**src/sv/length_prefixed_chunk_parser_core_assert.svh**
```systemverilog
// Assertion macros shared by the chunk parser RTL.
`ifndef LENGTH_PREFIXED_CHUNK_PARSER_CORE_ASSERT_SVH
`define LENGTH_PREFIXED_CHUNK_PARSER_CORE_ASSERT_SVH
`ifndef SYNTH
// Same-cycle implication, checked outside reset.
`define LPCP_ASSERT_IMP(lbl, clk, rst, ante, cons) \
   lbl: assert property (@(posedge clk) disable iff (rst) (ante) |-> (cons)) \
      else $error("lpcp assertion failed");
// Next-cycle implication, checked outside reset.
`define LPCP_ASSERT_NXT(lbl, clk, rst, ante, cons) \
   lbl: assert property (@(posedge clk) disable iff (rst) (ante) |=> (cons)) \
      else $error("lpcp assertion failed");
`else
`define LPCP_ASSERT_IMP(lbl, clk, rst, ante, cons)
`define LPCP_ASSERT_NXT(lbl, clk, rst, ante, cons)
`endif
`endif

```
**src/sv/lpcp_pkg.sv**
```systemverilog
// Types, constants and parser state layout for the chunk parser.
package lpcp_pkg;

   localparam int LENGTH_BITS = 16;
   localparam int CFG_BITS    = 16;
   // wide enough for accum*10+digit and for the configured maximum
   localparam int CMP_BITS    = (LENGTH_BITS + 4 > CFG_BITS) ? LENGTH_BITS + 4 : CFG_BITS;

   localparam logic [7:0] OPEN_CHAR  = 8'h28;
   localparam logic [7:0] CLOSE_CHAR = 8'h29;
   localparam logic [7:0] DIGIT_ZERO = 8'h30;
   localparam logic [7:0] DIGIT_NINE = 8'h39;

   localparam logic ACT_CLEAR = 1'b1;

   typedef logic [LENGTH_BITS-1:0] len_type;
   typedef logic [CFG_BITS-1:0]    cfg_type;
   typedef logic [CMP_BITS-1:0]    cmp_type;

   localparam cfg_type MAX_LEN_RESET = '1;

   typedef enum logic [1:0] {
      PH_OPEN = 2'd0,
      PH_LEN  = 2'd1,
      PH_DATA = 2'd2
   } phase_type;

   typedef enum logic [1:0] {
      KIND_BYTE  = 2'd0,
      KIND_EMPTY = 2'd1,
      KIND_ERROR = 2'd2
   } kind_type;

   typedef enum logic [1:0] {
      ERR_OPEN      = 2'd0,
      ERR_DIGIT     = 2'd1,
      ERR_TOO_LARGE = 2'd2,
      ERR_EMPTY     = 2'd3
   } err_type;

   typedef struct packed {
      phase_type phase;
      len_type   length_accum;
      logic      digits_seen;
      len_type   bytes_left;
      logic      payload_turn;
   } state_type;

   typedef struct packed {
      kind_type   kind;
      logic [7:0] out_byte;
      logic       last_of_chunk;
      logic       is_payload;
      err_type    error_code;
   } result_type;

   localparam state_type STATE_RESET = '{
      phase:        PH_OPEN,
      length_accum: '0,
      digits_seen:  1'b0,
      bytes_left:   '0,
      payload_turn: 1'b0
   };

endpackage

```
**src/sv/lpcp_channels.sv**
```systemverilog
// Handshake channel interfaces for the chunk parser: input, result and register write.
interface lpcp_req_if;
   logic       valid;
   logic       ready;
   logic       action;
   logic [7:0] in_byte;
   modport source (output valid, action, in_byte, input ready);
   modport sink   (input valid, action, in_byte, output ready);
endinterface

interface lpcp_rsp_if;
   logic       valid;
   logic       ready;
   logic [1:0] kind;
   logic [7:0] out_byte;
   logic       last_of_chunk;
   logic       is_payload;
   logic [1:0] error_code;
   modport source (output valid, kind, out_byte, last_of_chunk, is_payload, error_code,
                   input ready);
   modport sink   (input valid, kind, out_byte, last_of_chunk, is_payload, error_code,
                   output ready);
endinterface

interface lpcp_csr_if;
   logic        valid;
   logic        ready;
   logic [15:0] max_chunk_length;
   modport source (output valid, max_chunk_length, input ready);
   modport sink   (input valid, max_chunk_length, output ready);
endinterface

```
**src/sv/lpcp_step.sv**
```systemverilog
// Next-state and result logic of the parser for one input item.
module lpcp_step (
   input  lpcp_pkg::state_type  st,
   input  logic                 action,
   input  logic [7:0]           in_byte,
   input  lpcp_pkg::cfg_type    max_len,
   output lpcp_pkg::state_type  st_next,
   output logic                 res_valid,
   output lpcp_pkg::result_type res
);
   import lpcp_pkg::*;

   cmp_type cap;
   cmp_type max_ext;
   cmp_type limit;
   cmp_type accum_ext;
   cmp_type next_len;
   len_type left_dec;
   logic    is_digit;

   assign cap       = CMP_BITS'({LENGTH_BITS{1'b1}});
   assign max_ext   = CMP_BITS'(max_len);
   assign limit     = (max_ext < cap) ? max_ext : cap;
   assign accum_ext = CMP_BITS'(st.length_accum);
   // times ten as two shifts and an add
   assign next_len  = (accum_ext << 3) + (accum_ext << 1) + CMP_BITS'(in_byte[3:0]);
   assign is_digit  = (in_byte >= DIGIT_ZERO) && (in_byte <= DIGIT_NINE);
   assign left_dec  = (st.bytes_left != '0) ? st.bytes_left - len_type'(1) : st.bytes_left;

   always_comb begin
      st_next   = st;
      res_valid = 1'b0;
      res       = '0;
      if (action == ACT_CLEAR) begin
         st_next = STATE_RESET;
      end else begin
         case (st.phase)
            PH_LEN: begin
               if (in_byte == CLOSE_CHAR) begin
                  if (!st.digits_seen) begin
                     st_next        = STATE_RESET;
                     res_valid      = 1'b1;
                     res.kind       = KIND_ERROR;
                     res.error_code = ERR_EMPTY;
                  end else if (st.length_accum == '0) begin
                     // empty chunk: marker now, straight back to '('
                     st_next.phase        = PH_OPEN;
                     st_next.digits_seen  = 1'b0;
                     st_next.payload_turn = ~st.payload_turn;
                     res_valid            = 1'b1;
                     res.kind             = KIND_EMPTY;
                     res.last_of_chunk    = 1'b1;
                     res.is_payload       = st.payload_turn;
                  end else begin
                     st_next.bytes_left   = st.length_accum;
                     st_next.length_accum = '0;
                     st_next.digits_seen  = 1'b0;
                     st_next.phase        = PH_DATA;
                  end
               end else if (!is_digit) begin
                  st_next        = STATE_RESET;
                  res_valid      = 1'b1;
                  res.kind       = KIND_ERROR;
                  res.error_code = ERR_DIGIT;
               end else if (next_len > limit) begin
                  st_next        = STATE_RESET;
                  res_valid      = 1'b1;
                  res.kind       = KIND_ERROR;
                  res.error_code = ERR_TOO_LARGE;
               end else begin
                  st_next.length_accum = next_len[LENGTH_BITS-1:0];
                  st_next.digits_seen  = 1'b1;
               end
            end
            PH_DATA: begin
               st_next.bytes_left = left_dec;
               if (left_dec == '0) begin
                  st_next.phase        = PH_OPEN;
                  st_next.payload_turn = ~st.payload_turn;
               end
               res_valid         = 1'b1;
               res.kind          = KIND_BYTE;
               res.out_byte      = in_byte;
               res.last_of_chunk = (left_dec == '0);
               res.is_payload    = st.payload_turn;
            end
            default: begin
               if (in_byte != OPEN_CHAR) begin
                  st_next        = STATE_RESET;
                  res_valid      = 1'b1;
                  res.kind       = KIND_ERROR;
                  res.error_code = ERR_OPEN;
               end else begin
                  st_next.phase        = PH_LEN;
                  st_next.length_accum = '0;
                  st_next.digits_seen  = 1'b0;
               end
            end
         endcase
      end
   end

endmodule

```
**src/sv/length_prefixed_chunk_parser_core.sv**
```systemverilog
// Length-prefixed chunk parser: top level with parser state and result buffer.
// Usage:
//  req: one stream byte per item (action feed) or a clear (action clear).
//  rsp: at most one result per item: a chunk byte with its last mark, an
//       empty-chunk marker, or a framing error (parser then back to idle).
//  csr: writes max_chunk_length; always ready, write only while idle.
// Each result is registered in the output register or the skid entry before rsp shows it.
// Throughput: one item per cycle while req.ready is high; parser state updates
//  in the cycle the item is taken, so consecutive bytes never wait on each other.
// A two-deep result buffer (output register plus skid entry) parts the
//  channels: req.ready depends only on the skid entry, so when rsp stalls
//  one more item with a result is still taken (items without a result keep
//  flowing) and then req.ready drops until rsp takes one result.
// Reset: parser returns to expecting '(', name chunk next, buffer empty,
//  max_chunk_length back to 65535.
module length_prefixed_chunk_parser_core (
   input logic        clock,
   input logic        reset,
   lpcp_req_if.sink   req,
   lpcp_rsp_if.source rsp,
   lpcp_csr_if.sink   csr
);
   import lpcp_pkg::*;
   `include "length_prefixed_chunk_parser_core_assert.svh"

   state_type  state_ff, state_in;
   cfg_type    max_len_ff, max_len_in;
   logic       out_valid_ff, out_valid_in;
   logic       skid_valid_ff, skid_valid_in;
   result_type out_ff, out_in;
   result_type skid_ff, skid_in;

   state_type  st_next;
   logic       res_valid;
   result_type res;
   logic       accept;
   logic       produce;
   logic       drain;

   lpcp_step u_step (
      .st        (state_ff),
      .action    (req.action),
      .in_byte   (req.in_byte),
      .max_len   (max_len_ff),
      .st_next   (st_next),
      .res_valid (res_valid),
      .res       (res)
   );

   assign req.ready = ~skid_valid_ff;
   assign csr.ready = 1'b1;
   assign accept    = req.valid && req.ready;
   assign produce   = accept && res_valid;
   assign drain     = out_valid_ff && rsp.ready;

   always_comb begin
      state_in      = accept ? st_next : state_ff;
      max_len_in    = (csr.valid && csr.ready) ? cfg_type'(csr.max_chunk_length) : max_len_ff;
      out_valid_in  = out_valid_ff;
      skid_valid_in = skid_valid_ff;
      out_in        = out_ff;
      skid_in       = skid_ff;
      if (drain) begin
         if (skid_valid_ff) begin
            out_in        = skid_ff;
            skid_valid_in = 1'b0;
         end else if (produce) begin
            out_in = res;
         end else begin
            out_valid_in = 1'b0;
         end
      end else if (produce) begin
         if (out_valid_ff) begin
            skid_in       = res;
            skid_valid_in = 1'b1;
         end else begin
            out_in       = res;
            out_valid_in = 1'b1;
         end
      end
   end

   always_ff @(posedge clock) begin
      if (reset) begin
         state_ff      <= STATE_RESET;
         max_len_ff    <= MAX_LEN_RESET;
         out_valid_ff  <= 1'b0;
         skid_valid_ff <= 1'b0;
      end else begin
         state_ff      <= state_in;
         max_len_ff    <= max_len_in;
         out_valid_ff  <= out_valid_in;
         skid_valid_ff <= skid_valid_in;
      end
   end

   always_ff @(posedge clock) begin
      out_ff  <= out_in;
      skid_ff <= skid_in;
   end

   assign rsp.valid         = out_valid_ff;
   assign rsp.kind          = 2'(out_ff.kind);
   assign rsp.out_byte      = out_ff.out_byte;
   assign rsp.last_of_chunk = out_ff.last_of_chunk;
   assign rsp.is_payload    = out_ff.is_payload;
   assign rsp.error_code    = 2'(out_ff.error_code);

   // skid entry is only ever filled behind a held output register
   `LPCP_ASSERT_IMP(a_skid_behind_out, clock, reset, skid_valid_ff, out_valid_ff)
   // a data phase always has at least one byte to come
   `LPCP_ASSERT_IMP(a_data_has_bytes, clock, reset, state_ff.phase == PH_DATA,
                    state_ff.bytes_left != '0)
   // idle parser carries no leftover length
   `LPCP_ASSERT_IMP(a_open_is_clean, clock, reset, state_ff.phase == PH_OPEN,
                    state_ff.length_accum == '0 && !state_ff.digits_seen &&
                    state_ff.bytes_left == '0)
   // an item with a result never finds both buffer entries taken
   `LPCP_ASSERT_NXT(a_result_lands, clock, reset, produce && !drain && out_valid_ff,
                    skid_valid_ff)

endmodule
```
**src/flat_wrapper.sv**
```systemverilog
// flat-port wrapper written by rule: the top's interface ports become plain ports
module length_prefixed_chunk_parser_core_flat import lpcp_pkg::*;
  (clock, reset, req_valid, req_action, req_in_byte, req_ready, rsp_valid, rsp_kind, rsp_out_byte, rsp_last_of_chunk, rsp_is_payload, rsp_error_code, rsp_ready, csr_valid, csr_max_chunk_length, csr_ready);
  lpcp_req_if req_i ();
  lpcp_rsp_if rsp_i ();
  lpcp_csr_if csr_i ();
  input logic clock;
  input logic reset;
  input wire logic [$bits(req_i.valid)-1:0] req_valid;
  input wire logic [$bits(req_i.action)-1:0] req_action;
  input wire logic [$bits(req_i.in_byte)-1:0] req_in_byte;
  output wire logic [$bits(req_i.ready)-1:0] req_ready;
  output wire logic [$bits(rsp_i.valid)-1:0] rsp_valid;
  output wire logic [$bits(rsp_i.kind)-1:0] rsp_kind;
  output wire logic [$bits(rsp_i.out_byte)-1:0] rsp_out_byte;
  output wire logic [$bits(rsp_i.last_of_chunk)-1:0] rsp_last_of_chunk;
  output wire logic [$bits(rsp_i.is_payload)-1:0] rsp_is_payload;
  output wire logic [$bits(rsp_i.error_code)-1:0] rsp_error_code;
  input wire logic [$bits(rsp_i.ready)-1:0] rsp_ready;
  input wire logic [$bits(csr_i.valid)-1:0] csr_valid;
  input wire logic [$bits(csr_i.max_chunk_length)-1:0] csr_max_chunk_length;
  output wire logic [$bits(csr_i.ready)-1:0] csr_ready;
  assign req_i.valid = req_valid;
  assign req_i.action = req_action;
  assign req_i.in_byte = req_in_byte;
  assign req_ready = req_i.ready;
  assign rsp_valid = rsp_i.valid;
  assign rsp_kind = rsp_i.kind;
  assign rsp_out_byte = rsp_i.out_byte;
  assign rsp_last_of_chunk = rsp_i.last_of_chunk;
  assign rsp_is_payload = rsp_i.is_payload;
  assign rsp_error_code = rsp_i.error_code;
  assign rsp_i.ready = rsp_ready;
  assign csr_i.valid = csr_valid;
  assign csr_i.max_chunk_length = csr_max_chunk_length;
  assign csr_ready = csr_i.ready;
  length_prefixed_chunk_parser_core u_core (.clock(clock), .reset(reset), .req(req_i), .rsp(rsp_i), .csr(csr_i));
endmodule
```
**config.mk**
```make
export PLATFORM = sky130hd
export DESIGN_NAME = length_prefixed_chunk_parser_core_flat
export DESIGN_NICKNAME = d
export VERILOG_FILES = /design/src/sv/lpcp_pkg.sv /design/src/sv/lpcp_channels.sv /design/src/sv/lpcp_step.sv /design/src/sv/length_prefixed_chunk_parser_core.sv /design/src/flat_wrapper.sv
export VERILOG_INCLUDE_DIRS = /design/src /design/src/sv
export SDC_FILE = /design/constraint.sdc
export NUM_CORES = 1
export LEC_CHECK = 0
export BUFFER_PORTS_ARGS = -buffer_cell sky130_fd_sc_hd__buf_4
export CAP_MARGIN = 0
export CELL_PAD_IN_SITES_DETAIL_PLACEMENT = 0
export CELL_PAD_IN_SITES_GLOBAL_PLACEMENT = 1
export CORE_ASPECT_RATIO = 1.2
export CORE_MARGIN = 8
export CORE_UTILIZATION = 40
export DETAILED_ROUTE_END_ITERATION = 10
export PLACE_DENSITY = 0.82
export SLEW_MARGIN = 20
export SYNTH_ARGS = -nofsm -noshare
export SYNTH_HDL_FRONTEND = slang
export SYNTH_HIERARCHICAL = 1
export SYNTH_SLANG_ARGS = --single-unit
```
**constraint.sdc**
```tcl
create_clock -name clock -period 6.91 [get_ports clock]
set_clock_uncertainty 0.2 [all_clocks]
set_input_delay 0.691 -clock clock [delete_from_list [all_inputs] [get_ports clock]]
set_output_delay 0.691 -clock clock [all_outputs]
set_load 0.03 [all_outputs]
```
==> impl_metrics.py, run 1 <==
metrics = {
    "detailed_routing": {
        "vias_per_cell": 5.73,
        "drt_iter0_markers": 375,
        "detail-route-antenna-nets": 0,
        "wl_per_cell_microns": 17.3,
        "drc": 0,
        "vias": 5476,
        "drtPass1Iterations": 7,
        "finalWirelength_mm": 16.5,
    },
    "sta": {
        "setup_viol": 0,
        "hold_viol": 0,
        "whs_ns": 0.290,
        "period_share": 0.916,
        "rsz0062_at_grt": "no",
        "max_freq_ghz": 0.158,
        "timing.setup.tns_ns": 0,
        "fin_crit_ns": 6.33,
        "slew_headroom": 0.347,
        "final_max_slew_viol_count": 0,
        "worst_pin_slew_ns": 0.974,
        "setup_ws_ns": 0.578,
    },
    "critical_path": {
        "arrival_ns": 6.09,
        "cp_cell_sequence": "inv_1 > fa_1 > inv_1 > ha_1 > a211oi_1 > o21ai_1 > a31oi_1 > o21ai_0 > nand3_1 > nand2_1 > xor2_1 > ha_1 > a21oi_1 > o21ai_0 > or3_1 > a211o_1 > a22o_1 > nor3_1 > nand3b_1 > o211ai_1 > a21oi_1 > nand2_1 > ha_1 > nor3_2",
        "crit_type": "flip-flop to flip-flop",
        "path_common_cell": "ha_1",
        "slowest_stage": "nor3_2",
        "worst_path_largest_cell_delay_ns": 0.80,
        "end_kind": "flip-flop",
        "critPathLaunchType": "flip-flop",
        "required_ns": 6.67,
        "crit_path_max_fanout": 14,
        "rrSetupSlack_ns": 0.58,
    },
    "global_route": {
        "grt_max_degree": 55,
        "grt_usage": 0.172,
        "grt_pass1_wl_mm": 27.0,
        "antenna_found_initial": 0,
        "grt-ovfl-total": 0,
        "grt_pass1_vias": 5299,
    },
    "clock_tree": {
        "cts_num_sinks": 82,
        "post_cts_buffers": 0,
        "cts_tree": "built",
        "ctsHoldBuffers": 0,
        "cts.path.max_buffers": 2,
        "cts-root-buf": "clkbuf_16",
        "htree_num_levels": 3,
        "cts_buffers": 9,
        "clkSlewWorstSetupHoldPaths_ns": 0.07,
        "insertion_delay_ns": 0.35,
        "cts_resized": 0,
    },
    "synth": {
        "synth_seq_cells": 82,
        "avgSynthCellArea_sq_um": 8.38,
        "yosysSeqAreaShare": 0.315,
        "synth_ff_type": "dfxtp_1",
        "synth_cells": 728,
        "synth_nets": 812,
        "netlist_area_sq_um": 6100,
        "post_synth_num_cell_types": 75,
        "synth_edf_count": 28,
        "yosysWarnings": 6,
        "synthArstFlopShare": 0,
    },
    "pwr": {
        "cellPowerDensity_nw_per_um2": 160,
        "power_w": 0.00109,
        "ir_drop_mv": 0.136,
        "p_leak_nw": 2.81,
    },
    "placed_design": {
        "dp_hpwl_mm": 11.7,
        "place_ws_ns": 0.443,
        "dp.cells": 939,
        "place_congestion": 0.921,
        "io_buffers": 45,
    },
    "min_path": {
        "hold_path_class": "flip-flop to flip-flop",
    },
    "final_layout": {
        "mostFrequentLayoutCells": "nand2_1, a21oi_1, nor2_1, dfxtp_1, ha_1",
        "final_cells": 955,
        "n_antenna_cell": 0,
        "final_common_cell": "nand2_1",
        "fin_nets": 830,
        "drive_gt1_frac": 0.136,
        "nFillCells": 1528,
        "syn_to_final_growth_pct": 11.3,
    },
    "floorplanning": {
        "die_w_microns": 129,
        "design.die.area_sq_um": 19500,
        "die_h_microns": 151,
        "fp.coreArea_sq_um": 15000,
        "initial_core_util": 0.408,
        "rows": 49,
        "io_pins": 47,
    },
    "flow_run": {
        "cap_violations": 0,
    },
    "run_status": {
        "status": "finished, final reports clean",
    },
}
[logic make-up (layout without fill, tap and decap cells)]
kind of cell / Yosys count / after routing / synth area share
and+or+nand+nor: 275 / 275 / 0.224
AOI/OAI and AO/OA: 202 / 202 / 0.213
DFF: 82 / 82 / 0.315
buffers and inverters: 73 / 96 / 0.0605
adders and majority gates: 54 / 54 / 0.113
xor gates and xnor gates: 22 / 22 / 0.0328
muxes: 19 / 19 / 0.0408
other: 1 / 1 / 0.000615
[routing by layer]
layer	wire length (microns)	up-vias	global-route usage
li1	-	2682	-
met2	7790	177	0.290
met4	286	0	0.0671
met1	7530	2600	0.219
met3	891	17	0.0240
met5	0	-	0
[cell usage after synthesis, drive strengths merged (19+ instances only)]
master	count	share of area
clkbuf	21	0.014
dfxtp	54	0.18
inv	29	0.018
nand2	113	0.070
buf	21	0.026
ha	52	0.11
nor2	56	0.034
a22oi	30	0.038
edfxtp	28	0.14
a21oi	78	0.065
nor2b	19	0.019
o21ai	28	0.024
[critical path: cells and delay by family (launching register included)]
kind | cells | cell delay [ns]
AOI/OAI and AO/OA | 10 | 2.05
and+or+nand+nor | 7 | 1.48
adders and majority gates | 4 | 1.38
DFF | 1 | 0.47
xor gates and xnor gates | 1 | 0.19
buffers and inverters | 2 | 0.17
[path summary, 6_finish.rpt]
kind / from / endpoint / depth (start not counted)
hold reg to reg: u_core/state_ff[35] / u_core/state_ff[35] / 2
setup reg to reg: u_core/state_ff[18] / u_core/rsp.last_of_chunk / 24
setup / recovery: u_core/state_ff[18] / u_core/rsp.last_of_chunk / 24
hold / removal: u_core/state_ff[35] / u_core/state_ff[35] / 2
[state kept, by name, indices dropped and copies added (netlist names)]
signal and flops:
u_core/rsp.out_byte 8, u_core/rsp.is_payload 1, u_core/state_ff 36, u_core/max_len_ff 16
u_core/skid_valid_ff 1, u_core/rsp.kind 2, u_core/rsp.error_code 2, u_core/rsp.last_of_chunk 1
u_core/rsp.valid 1, u_core/skid_ff 14
[per-stage QoR]
stage,util,cell area [sq um]
after detailed placement,0.433,6480
final,0.454,6790
after CTS,0.454,6790
after floorplan,-,6100
after global routing,0.454,6790
after global placement,0.433,6480
[where the power goes]
| group | internal, W | switching [W] |
|---|---|---|
| logic | 0.0000326 | 0.0000507 |
| registers | 0.000508 | 0.00000569 |
| clock network | 0.000283 | 0.000206 |
| total | 0.000824 | 0.000262 |
[layout make-up]
type	instances	area, sq um	area share
tap	204	255	0.0376
timing repair buffer	50	375	0.0553
multi-input combinational	573	3820	0.563
inverter	30	113	0.0166
sequential	82	1920	0.283
clock buffer	9	225	0.0332
clock inverter	7	77.6	0.0114
Note: power is estimated with default switching activity, not from simulation.
==> run 2: changes to the inputs <==
- CORE_UTILIZATION: 40 -> 46
- MAX_ROUTING_LAYER: default -> met4
- PLACE_DENSITY: 0.82 -> 0.91
==> run 2 against run 1 <==
Via count rose by 0.93%. Design area fell by 0.77%. Routed wire length rose by 0.96%. Register-to-register slack got worse by 0.02 ns. Die area fell by 12%. Hold slack got worse by 0.0063 ns.
==> impl_metrics.py, run 2 (synthesized netlist as in run 1, its figures left out) <==
metrics = {
    "clock_tree": {
        "cts-root-buf": "clkbuf_16",
        "cts_num_sinks": 82,
        "clkSlewWorstSetupHoldPaths_ns": 0.06,
        "htree_num_levels": 3,
        "post_cts_buffers": 0,
        "cts_resized": 0,
        "cts.path.max_buffers": 2,
        "cts_tree": "built",
        "insertion_delay_ns": 0.35,
        "ctsHoldBuffers": 0,
        "cts_buffers": 9,
    },
    "placed_design": {
        "io_buffers": 45,
        "dp_hpwl_mm": 11.8,
        "place_congestion": 1.01,
        "place_ws_ns": 0.396,
    },
    "global_route": {
        "grt_usage": 0.197,
        "grt_max_degree": 55,
        "grt_pass1_wl_mm": 26.5,
        "grt_pass1_vias": 5237,
        "grt-ovfl-total": 0,
        "antenna_found_initial": 0,
    },
    "critical_path": {
        "slowest_stage": "nor3_2",
        "required_ns": 6.68,
        "cp_top_family": "compound AO/OA/AOI/OAI gates",
        "crit_type": "flip-flop to flip-flop",
        "path_buf_inv": 2,
        "arrival_ns": 6.12,
        "worst_path_largest_cell_delay_ns": 0.85,
        "r2r-start": "u_core/state_ff[18]",
        "end_kind": "flip-flop",
        "rr_endpoint": "u_core/rsp.kind[0]",
        "critPathLaunchType": "flip-flop",
        "rrSetupSlack_ns": 0.56,
        "cp_cell_sequence": "inv_1 > fa_1 > inv_1 > ha_1 > a211oi_1 > o21ai_1 > a31oi_1 > o21ai_0 > nand3_1 > nand2_1 > xor2_1 > ha_1 > a21oi_1 > o21ai_0 > or3_1 > a211o_1 > a22o_1 > nor3_1 > nand3b_1 > o211ai_1 > a21oi_1 > nand2_1 > ha_1 > nor3_2",
        "path_common_cell": "ha_1",
        "r2r_cells": 24,
        "crit_path_max_fanout": 14,
    },
    "sta": {
        "worst_pin_slew_ns": 1.04,
        "setup_viol": 0,
        "final_max_slew_viol_count": 0,
        "slew_headroom": 0.302,
        "hold_viol": 0,
        "setup_ws_ns": 0.558,
        "timing.setup.tns_ns": 0,
        "fin_crit_ns": 6.35,
        "max_freq_ghz": 0.157,
        "period_share": 0.919,
        "rsz0062_at_grt": "no",
    },
    "min_path": {
        "hold_path_startpoint": "u_core/state_ff[34]",
        "hold_path_class": "flip-flop to flip-flop",
        "hold_depth": 2,
        "worstHoldEndpoint": "u_core/state_ff[34]",
    },
    "final_layout": {
        "utilization": 0.516,
        "seqCellArea_sq_um": 1920,
        "top_register": "u_core/state_ff",
        "multi_input_area_sq_um": 3830,
        "largest_registers": "u_core/state_ff x36, u_core/max_len_ff x16, u_core/skid_ff x14",
        "largest_reg_flops": 36,
        "final_common_cell": "nand2_1",
        "syn_to_final_growth_pct": 10.4,
        "nFillCells": 1240,
        "drive_gt1_frac": 0.133,
        "fin_nets": 829,
        "n_antenna_cell": 0,
        "mostFrequentLayoutCells": "nand2_1, a21oi_1, nor2_1, dfxtp_1, ha_1",
    },
    "floorplanning": {
        "io_pins": 47,
        "initial_core_util": 0.467,
        "rows": 46,
        "fp.coreArea_sq_um": 13100,
        "die_w_microns": 121,
        "die_h_microns": 142,
        "design.die.area_sq_um": 17200,
    },
    "detailed_routing": {
        "vias_per_cell": 6.02,
        "drc": 0,
        "finalWirelength_mm": 16.7,
        "drt_iter0_markers": 463,
        "drtPass1Iterations": 5,
        "wl_per_cell_microns": 18.1,
        "vias": 5527,
        "detail-route-antenna-nets": 0,
    },
    "pwr": {
        "ir_drop_mv": 0.0942,
        "cellPowerDensity_nw_per_um2": 161,
        "p_leak_nw": 2.81,
    },
    "flow_run": {
        "cap_violations": 0,
    },
    "run_status": {
        "status": "finished, final reports clean",
    },
}
## run 2: cell types whose count changed in the layout (fill, tap and decap cells not counted)
cell / before / now
clkinv_2: 0 / 1
inv_6: 1 / 0
clkbuf_1: 0 / 2
buf_4: 50 / 49
clkinvlp_4: 2 / 1
clkbuf_8: 0 / 1
clkinv_1: 2 / 1
nor2b_2: 1 / 0
inv_8: 1 / 0
nor2b_4: 0 / 1
## run 2: cell type report
type,count,share of cell area
Clock buffer,12,0.0366
Clock inverter,4,0.00762
Inverter,30,0.0167
Multi-Input combinational cell,573,0.568
Sequential cell,82,0.285
Tap cell,168,0.0312
Timing Repair Buffer,49,0.0546
## run 2: worst max path at each step
stage / start / end / cells past startpoint
2_1_floorplan: req_in_byte[3] / u_core/rsp.error_code[0] / 24
3_3_place_gp: req_in_byte[3] / u_core/rsp.out_byte[2] / 25
3_5_place_dp: req_in_byte[3] / u_core/rsp.kind[0] / 25
4_1_cts: u_core/state_ff[18] / u_core/rsp.last_of_chunk / 24
5_1_grt: u_core/state_ff[18] / u_core/rsp.kind[0] / 24
6_report: u_core/state_ff[18] / u_core/rsp.kind[0] / 24
## run 2: stage by stage
stage                     hold WS (ns)  instance area, sq um  cells  total power (W)
final                            0.284                  6740    918          0.00109
after global routing             0.318                  6740    918          0.00112
after CTS                        0.286                  6730    918          0.00109
after detailed placement         0.278                  6440    902         0.000608
after global placement           0.261                  6440    902         0.000604
after floorplan                  0.233                  6100    728         0.000577
## run 2: routing by layer
layer  vias to the layer above  part of all wire  track usage
met5                         -                 0            -
met3                        41             0.059       0.0214
met2                       231              0.48        0.325
met1                      2587              0.42        0.233
li1                       2668                 -            -
met4                         0             0.037        0.102
## run 2: worst register-to-register path, stage by stage, from the launching register on
cell,delay (ns)
dfxtp_1,0.44
inv_1,0.10
fa_1,0.54
inv_1,0.07
ha_1,0.31
a211oi_1,0.24
o21ai_1,0.12
a31oi_1,0.34
o21ai_0,0.30
nand3_1,0.16
nand2_1,0.07
xor2_1,0.17
ha_1,0.31
a21oi_1,0.07
o21ai_0,0.22
or3_1,0.15
a211o_1,0.10
a22o_1,0.23
nor3_1,0.10
nand3b_1,0.14
o211ai_1,0.11
a21oi_1,0.29
nand2_1,0.10
ha_1,0.22
nor3_2,0.85
## run 2: power breakdown
part	internal (W)	switching, W	total [W]
clock network	0.000290	0.000198	0.000488
logic	0.0000325	0.0000502	0.0000827
registers	0.000508	0.00000586	0.000514
